--- src/rtl/ccpg_pkg.sv ---
// ---------------------------------------------------------------------------
// ccpg_pkg
// Shared types and constants of the concentric circle point generator.
// ---------------------------------------------------------------------------
package ccpg_pkg;

    // input command codes
    localparam logic CMD_START = 1'b0;
    localparam logic CMD_STEP  = 1'b1;

    // midpoint decision constants
    localparam int DEC_INIT = 3;
    localparam int DEC_DIAG = 10;
    localparam int DEC_AXIS = 6;

    // index of the eighth symmetric point
    localparam logic [2:0] LAST_IDX = 3'd7;

    // handoff of one job from the stepper to the emitter
    typedef struct packed {
        logic valid;  // job waiting in the job register
        logic fin;    // job is a done marker, not a point set
    } job_ctl_t;

endpackage

--- src/rtl/ccpg_state.sv ---
// ---------------------------------------------------------------------------
// ccpg_state
// Circle state registers, one midpoint step per transaction, job register.
// ---------------------------------------------------------------------------
module ccpg_state
    import ccpg_pkg::*;
#(
    parameter int COORD_BITS = 12
)
(
    input  logic                    clk,
    input  logic                    rst_n,
    input  logic                    in_fire,
    input  logic                    cmd,
    input  logic [COORD_BITS-1:0]   canvas_width,
    input  logic [COORD_BITS-1:0]   canvas_height,
    input  logic                    job_take,
    output logic                    in_ready,
    output job_ctl_t                job_ctl,
    output logic [COORD_BITS-2:0]   job_cx,
    output logic [COORD_BITS-2:0]   job_cy,
    output logic [COORD_BITS-2:0]   job_px,
    output logic [COORD_BITS-2:0]   job_py
);

    localparam int HW = COORD_BITS - 1;
    localparam int DW = COORD_BITS + 4;

    logic [HW-1:0]        center_x_reg, center_x_next;
    logic [HW-1:0]        center_y_reg, center_y_next;
    logic [HW-1:0]        radius_reg, radius_next;
    logic [HW-1:0]        pos_x_reg, pos_x_next;
    logic [HW-1:0]        pos_y_reg, pos_y_next;
    logic signed [DW-1:0] decision_reg, decision_next;
    logic                 fin_next;

    logic                 job_valid_reg;
    logic                 job_fin_reg;
    logic [HW-1:0]        job_cx_reg, job_cy_reg, job_px_reg, job_py_reg;

    logic [COORD_BITS-1:0] small_dim;
    logic [HW-1:0]         start_r;
    logic [HW-1:0]         dec_r;
    logic [HW-1:0]         step_x;
    logic [HW-1:0]         step_y;
    logic signed [DW-1:0]  diff_xy;

    always_comb
    begin
        small_dim = (canvas_width > canvas_height) ? canvas_height : canvas_width;
        start_r   = small_dim[COORD_BITS-1:1];
        dec_r     = radius_reg - HW'(1);
        step_x    = pos_x_reg + HW'(1);
        step_y    = pos_y_reg - HW'(1);
        diff_xy   = $signed(DW'(step_x)) - $signed(DW'(step_y));

        center_x_next = center_x_reg;
        center_y_next = center_y_reg;
        radius_next   = radius_reg;
        pos_x_next    = pos_x_reg;
        pos_y_next    = pos_y_reg;
        decision_next = decision_reg;
        fin_next      = 1'b0;

        if (cmd == CMD_START)
        begin
            center_x_next = canvas_width[COORD_BITS-1:1];
            center_y_next = canvas_height[COORD_BITS-1:1];
            radius_next   = start_r;
            pos_x_next    = '0;
            if (start_r == '0)
            begin
                pos_y_next    = '0;
                decision_next = '0;
                fin_next      = 1'b1;
            end
            else
            begin
                pos_y_next    = start_r;
                decision_next = DW'(DEC_INIT) - $signed(DW'({start_r, 1'b0}));
            end
        end
        else if (radius_reg == '0)
        begin
            fin_next = 1'b1;
        end
        else if (pos_y_reg >= pos_x_reg)
        begin
            pos_x_next = step_x;
            if (decision_reg > 0)
            begin
                pos_y_next    = step_y;
                decision_next = decision_reg + (diff_xy <<< 2) + DW'(DEC_DIAG);
            end
            else
            begin
                decision_next = decision_reg + $signed(DW'(step_x) << 2) + DW'(DEC_AXIS);
            end
        end
        else
        begin
            // octant finished: shrink, restart at (0,r) or finish
            radius_next = dec_r;
            pos_x_next  = '0;
            if (dec_r == '0)
            begin
                pos_y_next    = '0;
                decision_next = '0;
                fin_next      = 1'b1;
            end
            else
            begin
                pos_y_next    = dec_r;
                decision_next = DW'(DEC_INIT) - $signed(DW'({dec_r, 1'b0}));
            end
        end
    end

    assign in_ready = !job_valid_reg || job_take;

    always_ff @(posedge clk or negedge rst_n)
    begin
        if (!rst_n)
        begin
            center_x_reg  <= '0;
            center_y_reg  <= '0;
            radius_reg    <= '0;
            pos_x_reg     <= '0;
            pos_y_reg     <= '0;
            decision_reg  <= '0;
            job_valid_reg <= 1'b0;
        end
        else
        begin
            if (in_fire)
            begin
                center_x_reg  <= center_x_next;
                center_y_reg  <= center_y_next;
                radius_reg    <= radius_next;
                pos_x_reg     <= pos_x_next;
                pos_y_reg     <= pos_y_next;
                decision_reg  <= decision_next;
                job_valid_reg <= 1'b1;
            end
            else if (job_take)
            begin
                job_valid_reg <= 1'b0;
            end
        end
    end

    always_ff @(posedge clk)
    begin
        if (in_fire)
        begin
            job_fin_reg <= fin_next;
            job_cx_reg  <= center_x_next;
            job_cy_reg  <= center_y_next;
            job_px_reg  <= pos_x_next;
            job_py_reg  <= pos_y_next;
        end
    end

    assign job_ctl.valid = job_valid_reg;
    assign job_ctl.fin   = job_fin_reg;
    assign job_cx        = job_cx_reg;
    assign job_cy        = job_cy_reg;
    assign job_px        = job_px_reg;
    assign job_py        = job_py_reg;

endmodule

--- src/rtl/ccpg_emit.sv ---
// ---------------------------------------------------------------------------
// ccpg_emit
// Expands one job into eight symmetric points or a done marker, output register.
// ---------------------------------------------------------------------------
module ccpg_emit
    import ccpg_pkg::*;
#(
    parameter int COORD_BITS = 12
)
(
    input  logic                    clk,
    input  logic                    rst_n,
    input  job_ctl_t                job_ctl,
    input  logic [COORD_BITS-2:0]   job_cx,
    input  logic [COORD_BITS-2:0]   job_cy,
    input  logic [COORD_BITS-2:0]   job_px,
    input  logic [COORD_BITS-2:0]   job_py,
    output logic                    job_take,
    input  logic                    out_ready,
    output logic                    out_valid,
    output logic [COORD_BITS-1:0]   point_x,
    output logic [COORD_BITS-1:0]   point_y,
    output logic                    point_valid,
    output logic                    done_res,
    output logic                    last
);

    localparam int HW = COORD_BITS - 1;

    logic                  act_reg, act_next;
    logic                  fin_reg;
    logic [2:0]            idx_reg, idx_next;
    logic [HW-1:0]         cx_reg, cy_reg, px_reg, py_reg;

    logic                  out_valid_reg, out_valid_next;
    logic [COORD_BITS-1:0] point_x_reg, point_x_next;
    logic [COORD_BITS-1:0] point_y_reg, point_y_next;
    logic                  point_valid_reg, point_valid_next;
    logic                  done_reg, done_next;
    logic                  last_reg, last_next;

    logic                  out_free;
    logic                  finishing;
    logic                  load;
    logic [COORD_BITS-1:0] off_a, off_b;
    logic [COORD_BITS-1:0] base_x, base_y;
    logic [COORD_BITS-1:0] sym_x, sym_y;

    assign out_free  = !out_valid_reg || out_ready;
    assign finishing = out_free && act_reg && (fin_reg || idx_reg == LAST_IDX);
    assign load      = job_ctl.valid && (!act_reg || finishing);
    assign job_take  = load;

    always_comb
    begin
        // upper four points swap the roles of x and y
        off_a  = idx_reg[2] ? COORD_BITS'(py_reg) : COORD_BITS'(px_reg);
        off_b  = idx_reg[2] ? COORD_BITS'(px_reg) : COORD_BITS'(py_reg);
        base_x = COORD_BITS'(cx_reg);
        base_y = COORD_BITS'(cy_reg);
        sym_x  = idx_reg[0] ? (base_x - off_a) : (base_x + off_a);
        sym_y  = idx_reg[1] ? (base_y - off_b) : (base_y + off_b);

        act_next         = act_reg;
        idx_next         = idx_reg;
        out_valid_next   = out_valid_reg;
        point_x_next     = point_x_reg;
        point_y_next     = point_y_reg;
        point_valid_next = point_valid_reg;
        done_next        = done_reg;
        last_next        = last_reg;

        if (out_free)
        begin
            out_valid_next = 1'b0;
            if (act_reg)
            begin
                out_valid_next = 1'b1;
                if (fin_reg)
                begin
                    point_x_next     = '0;
                    point_y_next     = '0;
                    point_valid_next = 1'b0;
                    done_next        = 1'b1;
                    last_next        = 1'b1;
                    act_next         = 1'b0;
                end
                else
                begin
                    point_x_next     = sym_x;
                    point_y_next     = sym_y;
                    point_valid_next = 1'b1;
                    done_next        = 1'b0;
                    last_next        = (idx_reg == LAST_IDX);
                    idx_next         = idx_reg + 3'd1;
                    if (idx_reg == LAST_IDX)
                    begin
                        act_next = 1'b0;
                    end
                end
            end
        end

        if (load)
        begin
            act_next = 1'b1;
            idx_next = '0;
        end
    end

    always_ff @(posedge clk or negedge rst_n)
    begin
        if (!rst_n)
        begin
            act_reg       <= 1'b0;
            idx_reg       <= '0;
            out_valid_reg <= 1'b0;
        end
        else
        begin
            act_reg       <= act_next;
            idx_reg       <= idx_next;
            out_valid_reg <= out_valid_next;
        end
    end

    always_ff @(posedge clk)
    begin
        if (load)
        begin
            fin_reg <= job_ctl.fin;
            cx_reg  <= job_cx;
            cy_reg  <= job_cy;
            px_reg  <= job_px;
            py_reg  <= job_py;
        end
        point_x_reg     <= point_x_next;
        point_y_reg     <= point_y_next;
        point_valid_reg <= point_valid_next;
        done_reg        <= done_next;
        last_reg        <= last_next;
    end

    assign out_valid   = out_valid_reg;
    assign point_x     = point_x_reg;
    assign point_y     = point_y_reg;
    assign point_valid = point_valid_reg;
    assign done_res    = done_reg;
    assign last        = last_reg;

endmodule

--- src/rtl/concentric_circle_point_generator.sv ---
// ---------------------------------------------------------------------------
// concentric_circle_point_generator
// Midpoint circle walker: eight symmetric points or a done marker per item.
// ---------------------------------------------------------------------------
//  channel | dir | payload                                   | per transaction
//  s_      | in  | tdata: canvas_width, canvas_height        | one start or step
//          |     | tuser: cmd                                |
//  m_      | out | tdata: point_x, point_y                   | one point or done
//          |     | tuser: point_valid, done_res; tlast: last |
//
//  A point item yields eight output transactions on consecutive cycles while
//  m_tready is high, a done item yields one; the single output register
//  sets this rate. The step itself finishes in the accept cycle; one job
//  register lets the next input be taken while the previous job is still
//  being emitted. Stalls on m_tready hold the output register and back up
//  into s_tready. Reset clears the circle state to zero; the first step
//  without a start yields a done result.
// ---------------------------------------------------------------------------
module concentric_circle_point_generator
    import ccpg_pkg::*;
#(
    parameter int COORD_BITS = 12
)
(
    input  logic                                   clk,
    input  logic                                   rst_n,
    input  logic                                   s_tvalid,
    output logic                                   s_tready,
    // canvas_width, canvas_height (lowest first), zero padded
    input  logic [((2*COORD_BITS+7)/8)*8-1:0]      s_tdata,
    // cmd
    input  logic                                   s_tuser,
    output logic                                   m_tvalid,
    input  logic                                   m_tready,
    // point_x, point_y (lowest first), zero padded
    output logic [((2*COORD_BITS+7)/8)*8-1:0]      m_tdata,
    // point_valid, done_res (lowest first)
    output logic [1:0]                             m_tuser,
    output logic                                   m_tlast
);

    localparam int DATA_W = ((2*COORD_BITS+7)/8)*8;

    logic                  in_fire;
    logic                  job_take;
    job_ctl_t              job_ctl;
    logic [COORD_BITS-2:0] job_cx, job_cy, job_px, job_py;
    logic [COORD_BITS-1:0] point_x, point_y;
    logic                  point_valid, done_res;

    assign in_fire = s_tvalid && s_tready;

    ccpg_state #(
        .COORD_BITS    (COORD_BITS)
    ) u_state (
        .clk           (clk),
        .rst_n         (rst_n),
        .in_fire       (in_fire),
        .cmd           (s_tuser),
        .canvas_width  (s_tdata[COORD_BITS-1:0]),
        .canvas_height (s_tdata[2*COORD_BITS-1:COORD_BITS]),
        .job_take      (job_take),
        .in_ready      (s_tready),
        .job_ctl       (job_ctl),
        .job_cx        (job_cx),
        .job_cy        (job_cy),
        .job_px        (job_px),
        .job_py        (job_py)
    );

    ccpg_emit #(
        .COORD_BITS    (COORD_BITS)
    ) u_emit (
        .clk           (clk),
        .rst_n         (rst_n),
        .job_ctl       (job_ctl),
        .job_cx        (job_cx),
        .job_cy        (job_cy),
        .job_px        (job_px),
        .job_py        (job_py),
        .job_take      (job_take),
        .out_ready     (m_tready),
        .out_valid     (m_tvalid),
        .point_x       (point_x),
        .point_y       (point_y),
        .point_valid   (point_valid),
        .done_res      (done_res),
        .last          (m_tlast)
    );

    assign m_tdata = DATA_W'({point_y, point_x});
    assign m_tuser = {done_res, point_valid};

endmodule

--- config.mk ---
export PLATFORM = sky130hd
export DESIGN_NAME = concentric_circle_point_generator
export DESIGN_NICKNAME = d
export VERILOG_FILES = /design/src/rtl/ccpg_pkg.sv /design/src/rtl/ccpg_state.sv /design/src/rtl/ccpg_emit.sv /design/src/rtl/concentric_circle_point_generator.sv
export SDC_FILE = /design/constraint.sdc
export NUM_CORES = 1
export LEC_CHECK = 0
export ABC_AREA = 1
export BUFFER_PORTS_ARGS = -buffer_cell sky130_fd_sc_hd__buf_2
export CAP_MARGIN = 20
export CORE_ASPECT_RATIO = 1.5
export CORE_MARGIN = 1.5
export CORE_UTILIZATION = 35
export DETAILED_ROUTE_END_ITERATION = 12
export GPL_TIMING_DRIVEN = 1
export MAX_ROUTING_LAYER = met4
export SLEW_MARGIN = 20
export SYNTH_ARGS = -nofsm -noshare
export SYNTH_HDL_FRONTEND = slang
export SYNTH_SLANG_ARGS = --single-unit
--- constraint.sdc ---
create_clock -name clk -period 4.8 [get_ports clk]
set_input_delay 0.48 -clock clk [delete_from_list [all_inputs] [get_ports clk]]
set_output_delay 0.48 -clock clk [all_outputs]
set_load 0.01 [all_outputs]
After elaboration in Yosys (flattened, before gate mapping)
Index checks and enable logic that the tools add are counted.

cells by class
  add/subtract/negate cells = 15
  magnitude comparators = 3
  eq/ne operators = 4
  mux-type cells = 44
  reductions and logical operators = 21

operators by type and width
  kind                   count
  $mux 11                16
  $mux 16                6
  $mux 12                3
  $logic_not 11->1       3
  $add 16x14->16         2
  $sub 2x12->13 const A  2
  $add 11x12->12         2
  $sub 11x12->12         2
  $sub 11x1->11 const B  2
  $add 16x4->16 const B  1
  $add 16x5->16 const B  1
  $gt 16x1->1 const B    1
  $mux 1                 15
  $gt 12x12->1           1
  $mux 3                 4
  $sub 11x11->12         1
  $add 11x1->11 const B  1
  $ge 11x11->1           1
  $ne 2x2->1 const B     3
  $reduce_and 3->1       2
  $reduce_bool 2->1      3
  $logic_and 1x1->1      4
  $logic_or 1x1->1       4
  $reduce_and 2->1       2
  other kinds (3)        5

word-level totals
  register bits = 194
  output and inout bits = 29
  logic and storage cells = 112

Longest topological paths before layout
Gate-level depths: netlist (run 1).

  word-level depth = 9
  depth in mapped cells = 33

Cells and area by module
From an unflattened synthesis (run 1), not the netlist that was laid out.

unflattened totals
  cells, all modules = 1799
  area total of the unflattened synthesis = 13919.6 µm²

modules (own cells, without submodules)
  module                             times used  cells an instance  area an instance (µm²)
  ccpg_state                         1           1264               9320.2
  ccpg_emit                          1           531                4576.9
  concentric_circle_point_generator  1           4                  22.5

Least setup slack after synthesis (run 1)
Ideal clock, no wire load.

  path kind = register to register
  start = register u_state.pos_x_reg[0]
  end = register u_state.decision_reg[14]
  library setup time = 65 ps
  data arrival time = 3833 ps
  data required time = 4735 ps
  slack = 902 ps
  cell stages (with the launch flop) = 27
  path buffers = 0
  period minus slack after synthesis = 3898 ps
  cells stage by stage = dfrtp_1 > ha_1 > fa_1 > nand2_1 > nand2_1 > a21oi_1 > o21ai_0 > a21o_1 > a21oi_1 > nor2_1 > o21ai_0 > nand2_1 > xor2_1 > ha_1 > ha_1 > nand2_1 > nor2_1 > nand3_1 > o2111ai_1 > nor2_1 > nor2_1 > nand2_1 > a21oi_1 > nor2_1 > nand2_1 > nand2_1 > nand2_1

on the way
  cells in the longest elaborated chain, start to end = 8
  elaborated cells on any way between the ends = 11

RTL lines
  what                    line               text
  start, declared         ccpg_state.sv:32   logic [HW-1:0] pos_x_reg, pos_x_next;
  start signal, assigned  ccpg_state.sv:140  pos_x_reg <= pos_x_next;
  $add 11x1->11           ccpg_state.sv:53   step_x = pos_x_reg + HW'(1);
  $sub 11x11->12          ccpg_state.sv:55   diff_xy = $signed(DW'(step_x)) - $signed(DW'(step_y));
  $add 16x14->16          ccpg_state.sv:93   decision_next = decision_reg + (diff_xy <<< 2) + DW'(DEC_DIAG);
  $add 16x5->16           ccpg_state.sv:93
  $mux 16                 ccpg_state.sv:90   if (decision_reg > 0)
  $mux 16 *               ccpg_state.sv:87   else if (pos_y_reg >= pos_x_reg)
  $mux 16 *               ccpg_state.sv:83   else if (radius_reg == '0)
  $mux 16 *               ccpg_state.sv:65   if (cmd == CMD_START)
  end signal, assigned    ccpg_state.sv:142  decision_reg <= decision_next;
  end, declared           ccpg_state.sv:34   logic signed [DW-1:0] decision_reg, decision_next;

Every way passes the cells marked *; elsewhere a longest branch is shown, timed or not. The select of a mux whose other input is x is not followed.
A chain may end at the register's enable or synchronous reset.

Final worst setup path (run 1)
  start = register u_state.pos_x_reg[0]
  end = register u_state.decision_reg[12]

The elaborated chain is that of the path after synthesis.

==> reports/summary.txt, run 1 <==
status - finished clean
Fin. Hold Viols - 0
Clock Skew - 0.0153 ns
clk root buf - clkbuf_16
final worst path period need - 4.41 ns
Max-slew headroom - 0.362
nets@finish - 1,880
CTS tree - built
final hold slack - 0.314 ns
Post-synth EDFFs - 117
number of global-route vias before repair - 10,900
Final Setup Violations - 0
final wirelength - 36,900 microns
worst min path class - in2reg
Hold Path Origin - m_tready
crit path capture type - flop
clock tree buffer depth - 2
Setup crit start - u_state.pos_x_reg[0]$_DFFE_PN0P_
Max-Cap Viols - 0
final slew viol count - 0
number of synthesized register bits - 194
Post-synth top cells - nand2_1 (466), inv_1 (205), o21ai_0 (137), edfxtp_1 (117), ha_1 (114)
die span in y - 243 microns
IO buf count - 57
I/O pin count - 58
count leader, synth - nand2_1
main flop type after synthesis - edfxtp_1
width of the die - 163 microns
gpl congestion - 0.979
Area Overhead vs Synth - 10.7%
DRT antenna net count - 0
sequential element share of the synthesized area - 0.405
fmax - 0.227 GHz
Synth warnings - 0
CTS buffer count - 17
share of cells above drive strength 1 - 0.0991
max reg flops - 16
post-DR vias/cell - 5.06
routed via count - 11,300
H-tree depth - 4
GR Overflow Total - 0
library cells used by synthesis - 50
CP arrival - 4.79 ns
Crit Reg-Reg Startpoint - u_state.pos_x_reg[0]$_DFFE_PN0P_
die area - 0.0396 sq mm
Worst EP required - 5.18 ns
pin count of the biggest net entering global routing - 86
worst-margin pin slew - 0.957 ns
post-synth net total - 1,832
initial antenna violation count - 0
post-DR wirelength/cell - 16.5 microns
num rows - 87
CTS sink cnt - 194
Yosys top cell area share - 0.262
Clock transition at path regs - 0.07 ns
Post-Route Utilization - 0.394
Synth Instances - 1,684
CP Launch Type - flop
starting density of the core - 0.356
CP max FO - 6
Setup CP Type - reg2reg
main area contributors after synthesis - edfxtp_1 (26%), dfrtp_1 (14%), nand2_1 (13%)
leading area contributor after synthesis - edfxtp_1
Syn Area/Cell - 7.98 sq um
core region area - 0.0378 sq mm
Detailed Place HPWL - 29,600 microns
fin crit share - 0.919
ys async rst share - 0.397
Antenna Cells - 0
first-pass GRT wire length - 57,700 microns
All-Layer GR Usage - 0.194
DRT iter0 DRCs - 741
synthesized area - 0.0134 sq mm
Initial DRT Pass Iterations - 5
clk_lat worst skew - 0.45 ns
DRC viols - 0
==> per-stage QoR <==
step	instances	cell area (sq um)	setup TNS (ns)	worst slack, ns
after global placement	2200	14200	0	0.439
after detailed placement	2200	14200	0	0.342
after floorplan	1684	13400	0	0.902
after CTS	2233	14900	0	0.330
final	2234	14900	0	0.390
after global routing	2234	14900	-0.0308	-0.0135
==> cell usage in the layout, fill, tap and decap left out, types with 3 or more instances in the layout <==
cell type / netlist / final
nand2_1: 466 / 466
inv_1: 205 / 204
o21ai_0: 137 / 137
edfxtp_1: 117 / 117
ha_1: 114 / 114
nor2_1: 104 / 101
a21oi_1: 92 / 91
nand3_1: 88 / 88
dfrtp_1: 77 / 77
buf_2: 13 / 56
xor2_1: 42 / 41
o21ai_1: 20 / 20
xnor2_1: 19 / 19
clkbuf_16: 0 / 18
nand4_1: 16 / 16
nand2_2: 16 / 16
buf_4: 4 / 14
nor2_2: 9 / 11
nor3_1: 11 / 11
inv_2: 9 / 10
a31oi_1: 10 / 10
a21o_1: 10 / 10
o22ai_1: 10 / 10
nor2_4: 6 / 7
or2_2: 6 / 6
o21ai_2: 6 / 6
o211ai_1: 6 / 6
o2111ai_1: 5 / 5
fa_1: 5 / 5
o21bai_1: 4 / 4
o21a_1: 4 / 4
inv_6: 0 / 4
nand2_4: 3 / 3
nor4_1: 3 / 3
nand3_2: 3 / 3
==> cells by family (layout without fill, tap and decap cells) <==
logic type | after synthesis | in the layout | synth area share
compound gates | 311 | 311 | 0.127
xor+xnor | 62 | 62 | 0.0410
fa+ha+maj | 119 | 119 | 0.114
buf+inv | 256 | 317 | 0.0752
flops | 194 | 194 | 0.405
simple gates | 742 | 742 | 0.238
==> final timing paths <==
| kind | endpoint | slack [ns] | cells past startpoint |
|---|---|---|---|
| worst min register to register | u_emit.fin_reg$_DFFE_PP_ | 0.41 | 0 |
| worst max-delay path | u_state.decision_reg[12]$_DFFE_PN0P_ | 0.39 | 26 |
| worst min-delay path | u_emit.out_valid$_DFFE_PN0N_ | 0.31 | 4 |
| worst max register to register | u_state.decision_reg[12]$_DFFE_PN0P_ | 0.39 | 26 |
| min in group asynchronous | u_state.decision_reg[8]$_DFFE_PN0P_ | 0.50 | 2 |
| max in group asynchronous | u_emit.idx_reg[0]$_DFFE_PN0P_ | 3.22 | 3 |
==> worst max-delay path, stage by stage (launching register included) <==
cell and delay (ns):
dfrtp_1 0.46, inv_1 0.08, nor3_1 0.26, nand3_1 0.22, xor2_2 0.24, ha_1 0.37, a21oi_1 0.13, o21ai_0 0.15
a21o_1 0.18, a21oi_1 0.20, xor2_1 0.17, inv_1 0.06, ha_1 0.27, ha_1 0.35, nand2_1 0.12, nor2_1 0.14
nand3_1 0.09, nand3_1 0.14, xor2_1 0.18, nand2_1 0.07, o21ai_0 0.11, nand2_1 0.08, nand2_1 0.06, nand2_1 0.04
nand2_1 0.08, nand2_1 0.05, nand2_1 0.06
==> layer usage <==
metal	track usage	wire [microns]	part of all wire	vias up
met3	0.0217	1050	0.029	91
met2	0.351	19400	0.53	252
li1	-	-	-	5691
met1	0.203	14300	0.39	5277
met4	0.109	2090	0.057	0
met5	-	0	0	-
==> timing repair <==
| action | CTS | global route |
|---|---|---|
| endpoints found under the hold margin | 26 | 0 |
| buffers inserted | 0 | 1 |
| hold buffers | 1 | 0 |
| setup endpoints to repair | 0 | 4 |
| resized for setup | 0 | 3 |
==> area by class of cell <==
type | count | area, sq um
flip-flops and latches | 194 | 5440
repair buffers | 71 | 395
clock buffers | 19 | 454
inverters | 214 | 803
fillers | 3885 | 22900
multi-input cells | 1234 | 7010
well taps | 489 | 612
clock inverters | 13 | 163
Power of run 1 is not shown: default switching activity piles up to over one toggle a cycle in this logic, so the estimate is an artifact.
==> run 2: changes to the inputs <==
--- a/config.mk
+++ b/config.mk
@@ -14,2 +14,3 @@
 export DETAILED_ROUTE_END_ITERATION = 12
+export GPL_ROUTABILITY_DRIVEN = 0
 export GPL_TIMING_DRIVEN = 1
==> constraint.sdc (replaced) <==
create_clock -name clk -period 5.2 [get_ports clk]
set_input_delay 0.26 -clock clk [delete_from_list [all_inputs] [get_ports clk]]
set_output_delay 0.26 -clock clk [all_outputs]
set_load 0.01 [all_outputs]
==> run 2 against run 1 <==
Against the previous run:
- critical path depth fell by 1
- worst hold slack got worse by 0.20 ns
- register-to-register slack improved by 0.23 ns
==> reports/summary.txt, run 2 (synthesis results as in run 1) <==
post-DR vias/cell - 5.02 (-0.80%)
Final Setup Violations - 0 (unchanged)
post-DR wirelength/cell - 16.0 microns (-3.3%)
clk_lat worst skew - 0.44 ns (about the same)
Fin. Hold Viols - 0 (unchanged)
Setup CP Type - reg2reg
FF/Latch Area - 0.00544 sq mm (unchanged)
setup_tns - 0 ns (unchanged)
share of cells above drive strength 1 - 0.0953 (-0.00385)
Max-Cap Viols - 0 (unchanged)
die area - 0.0396 sq mm (unchanged)
fin crit share - 0.881 (-0.0380)
final wirelength - 35,600 microns (-3.4%)
H-tree depth - 4 (unchanged)
most frequent cells in the layout - nand2_1 (466), inv_1 (204), o21ai_0 (137)
Area Overhead vs Synth - 10.2%
All-Layer GR Usage - 0.190 (-0.00495)
nets@finish - 1,877 (-0.16%)
Worst EP required - 5.57 ns (+0.39 ns)
cell mode on critical path - nand2_1
worst min path class - in2reg
Worst path slowest cell - dfrtp_1
footprint of the multi-input gates - 0.00699 sq mm (-0.20%)
IO buf count - 57 (unchanged)
clk root buf - clkbuf_16
Clock Skew - 0.0160 ns (+0.000711 ns)
max reg flops - 16 (unchanged)
RSZ-0062 raised after global routing - no
filler cell count - 3,799 (-2.2%)
DRT iter0 DRCs - 640 (-14%)
post-CTS repair timing setup buffer count - 0 (unchanged)
GR Overflow Total - 0 (unchanged)
CTS tree - built
CTS sink cnt - 194 (unchanged)
CP arrival - 4.95 ns (+0.16 ns)
core region area - 0.0378 sq mm (unchanged)
final slew viol count - 0 (unchanged)
routed via count - 11,200 (-0.93%)
crit-path max cell delay - 0.46 ns (about the same)
CTS buffer count - 17 (unchanged)
status - finished clean
Max-slew headroom - 0.480 (+0.118)
starting density of the core - 0.356 (unchanged)
clock tree buffer depth - 2 (unchanged)
crit path capture type - flop
worst-margin pin slew - 0.778 ns (-0.179 ns)
final worst path period need - 4.58 ns (+0.170 ns)
die span in y - 243 microns (unchanged)
initial antenna violation count - 0 (unchanged)
CP Launch Type - flop
Detailed Place HPWL - 28,400 microns (-4.1%)
first-pass GRT wire length - 56,400 microns (-2.2%)
width of the die - 163 microns (unchanged)
Bufs and invs on worst path - 2 (unchanged)
fmax - 0.218 GHz (-3.7%)
pin count of the biggest net entering global routing - 72 (-16%)
Antenna Cells - 0 (unchanged)
Initial DRT Pass Iterations - 5 (unchanged)
DRT antenna net count - 0 (unchanged)
number of global-route vias before repair - 10,800 (-1.0%)
most common cell after layout, fill and taps aside - nand2_1
I/O pin count - 58 (unchanged)
CP top delay family - compound AO/OA/AOI/OAI gates
Clock transition at path regs - 0.08 ns (about the same)
num rows - 87 (unchanged)
DRC viols - 0 (unchanged)
CP max FO - 6 (unchanged)
## run 2: cell count changes in the layout (fill, tap and decap cells not counted), moves of 2 or more
cell	delta
buf_4	-4
clkinv_2	+2
clkinv_4	-2
clkinvlp_4	+2
## run 2: layout make-up
class,instances,area share
Inverter,214,0.0542
Timing Repair Buffer,68,0.0254
Tap cell,489,0.0413
Sequential cell,194,0.367
Multi-Input combinational cell,1234,0.472
Clock buffer,18,0.0290
Clock inverter,14,0.0104
## run 2: worst paths after layout
check                                                  from                              endpoint  slack, ns  cells after the start
max                        u_state.pos_x_reg[0]$_DFFE_PN0P_  u_state.decision_reg[13]$_DFFE_PN0P_       0.62                     25
min in group asynchronous                             rst_n   u_state.center_x_reg[4]$_DFFE_PN0P_       0.18                      2
min                                                m_tready          u_emit.out_valid$_DFFE_PN0N_       0.11                      4
max in group asynchronous                             rst_n          u_emit.out_valid$_DFFE_PN0N_       4.04                      3
max reg2reg                u_state.pos_x_reg[0]$_DFFE_PN0P_  u_state.decision_reg[13]$_DFFE_PN0P_       0.62                     25
min reg2reg                     u_state.job_px[2]$_DFFE_PP_            u_emit.px_reg[2]$_DFFE_PP_       0.42                      0
## run 2: layer usage
layer	track usage	part of all wire	wire (microns)
met5	-	0	0
met4	0.116	0.063	2230
met3	0.0229	0.031	1090
met2	0.330	0.51	18300
met1	0.203	0.39	14000
## run 2: worst min-delay path, stage by stage
cell     delay [ns]
buf_2          0.07
nor2_1         0.05
inv_1          0.07
nand2_1        0.05
## run 2: through the flow
stage | instances | hold slack [ns] | cell area [sq um] | setup WS [ns] | utilization
after floorplan | 1684 | -0.0356 | 13400 | 1.30 | -
after global placement | 2198 | 0.0903 | 14200 | 0.846 | 0.376
after detailed placement | 2198 | 0.0921 | 14200 | 0.675 | 0.376
after CTS | 2231 | 0.0938 | 14800 | 0.665 | 0.392
after global routing | 2231 | 0.120 | 14800 | 0.236 | 0.392
final | 2231 | 0.112 | 14800 | 0.620 | 0.392
## run 2: what timing repair did
| item | 4_1_cts | 5_1_grt |
|---|---|---|
| hold buffers | 1 | 0 |
| endpoints found under the hold margin | 6 | 0 |
| gates resized for setup | 0 | 0 |
Power of run 2 is left out for the same reason.
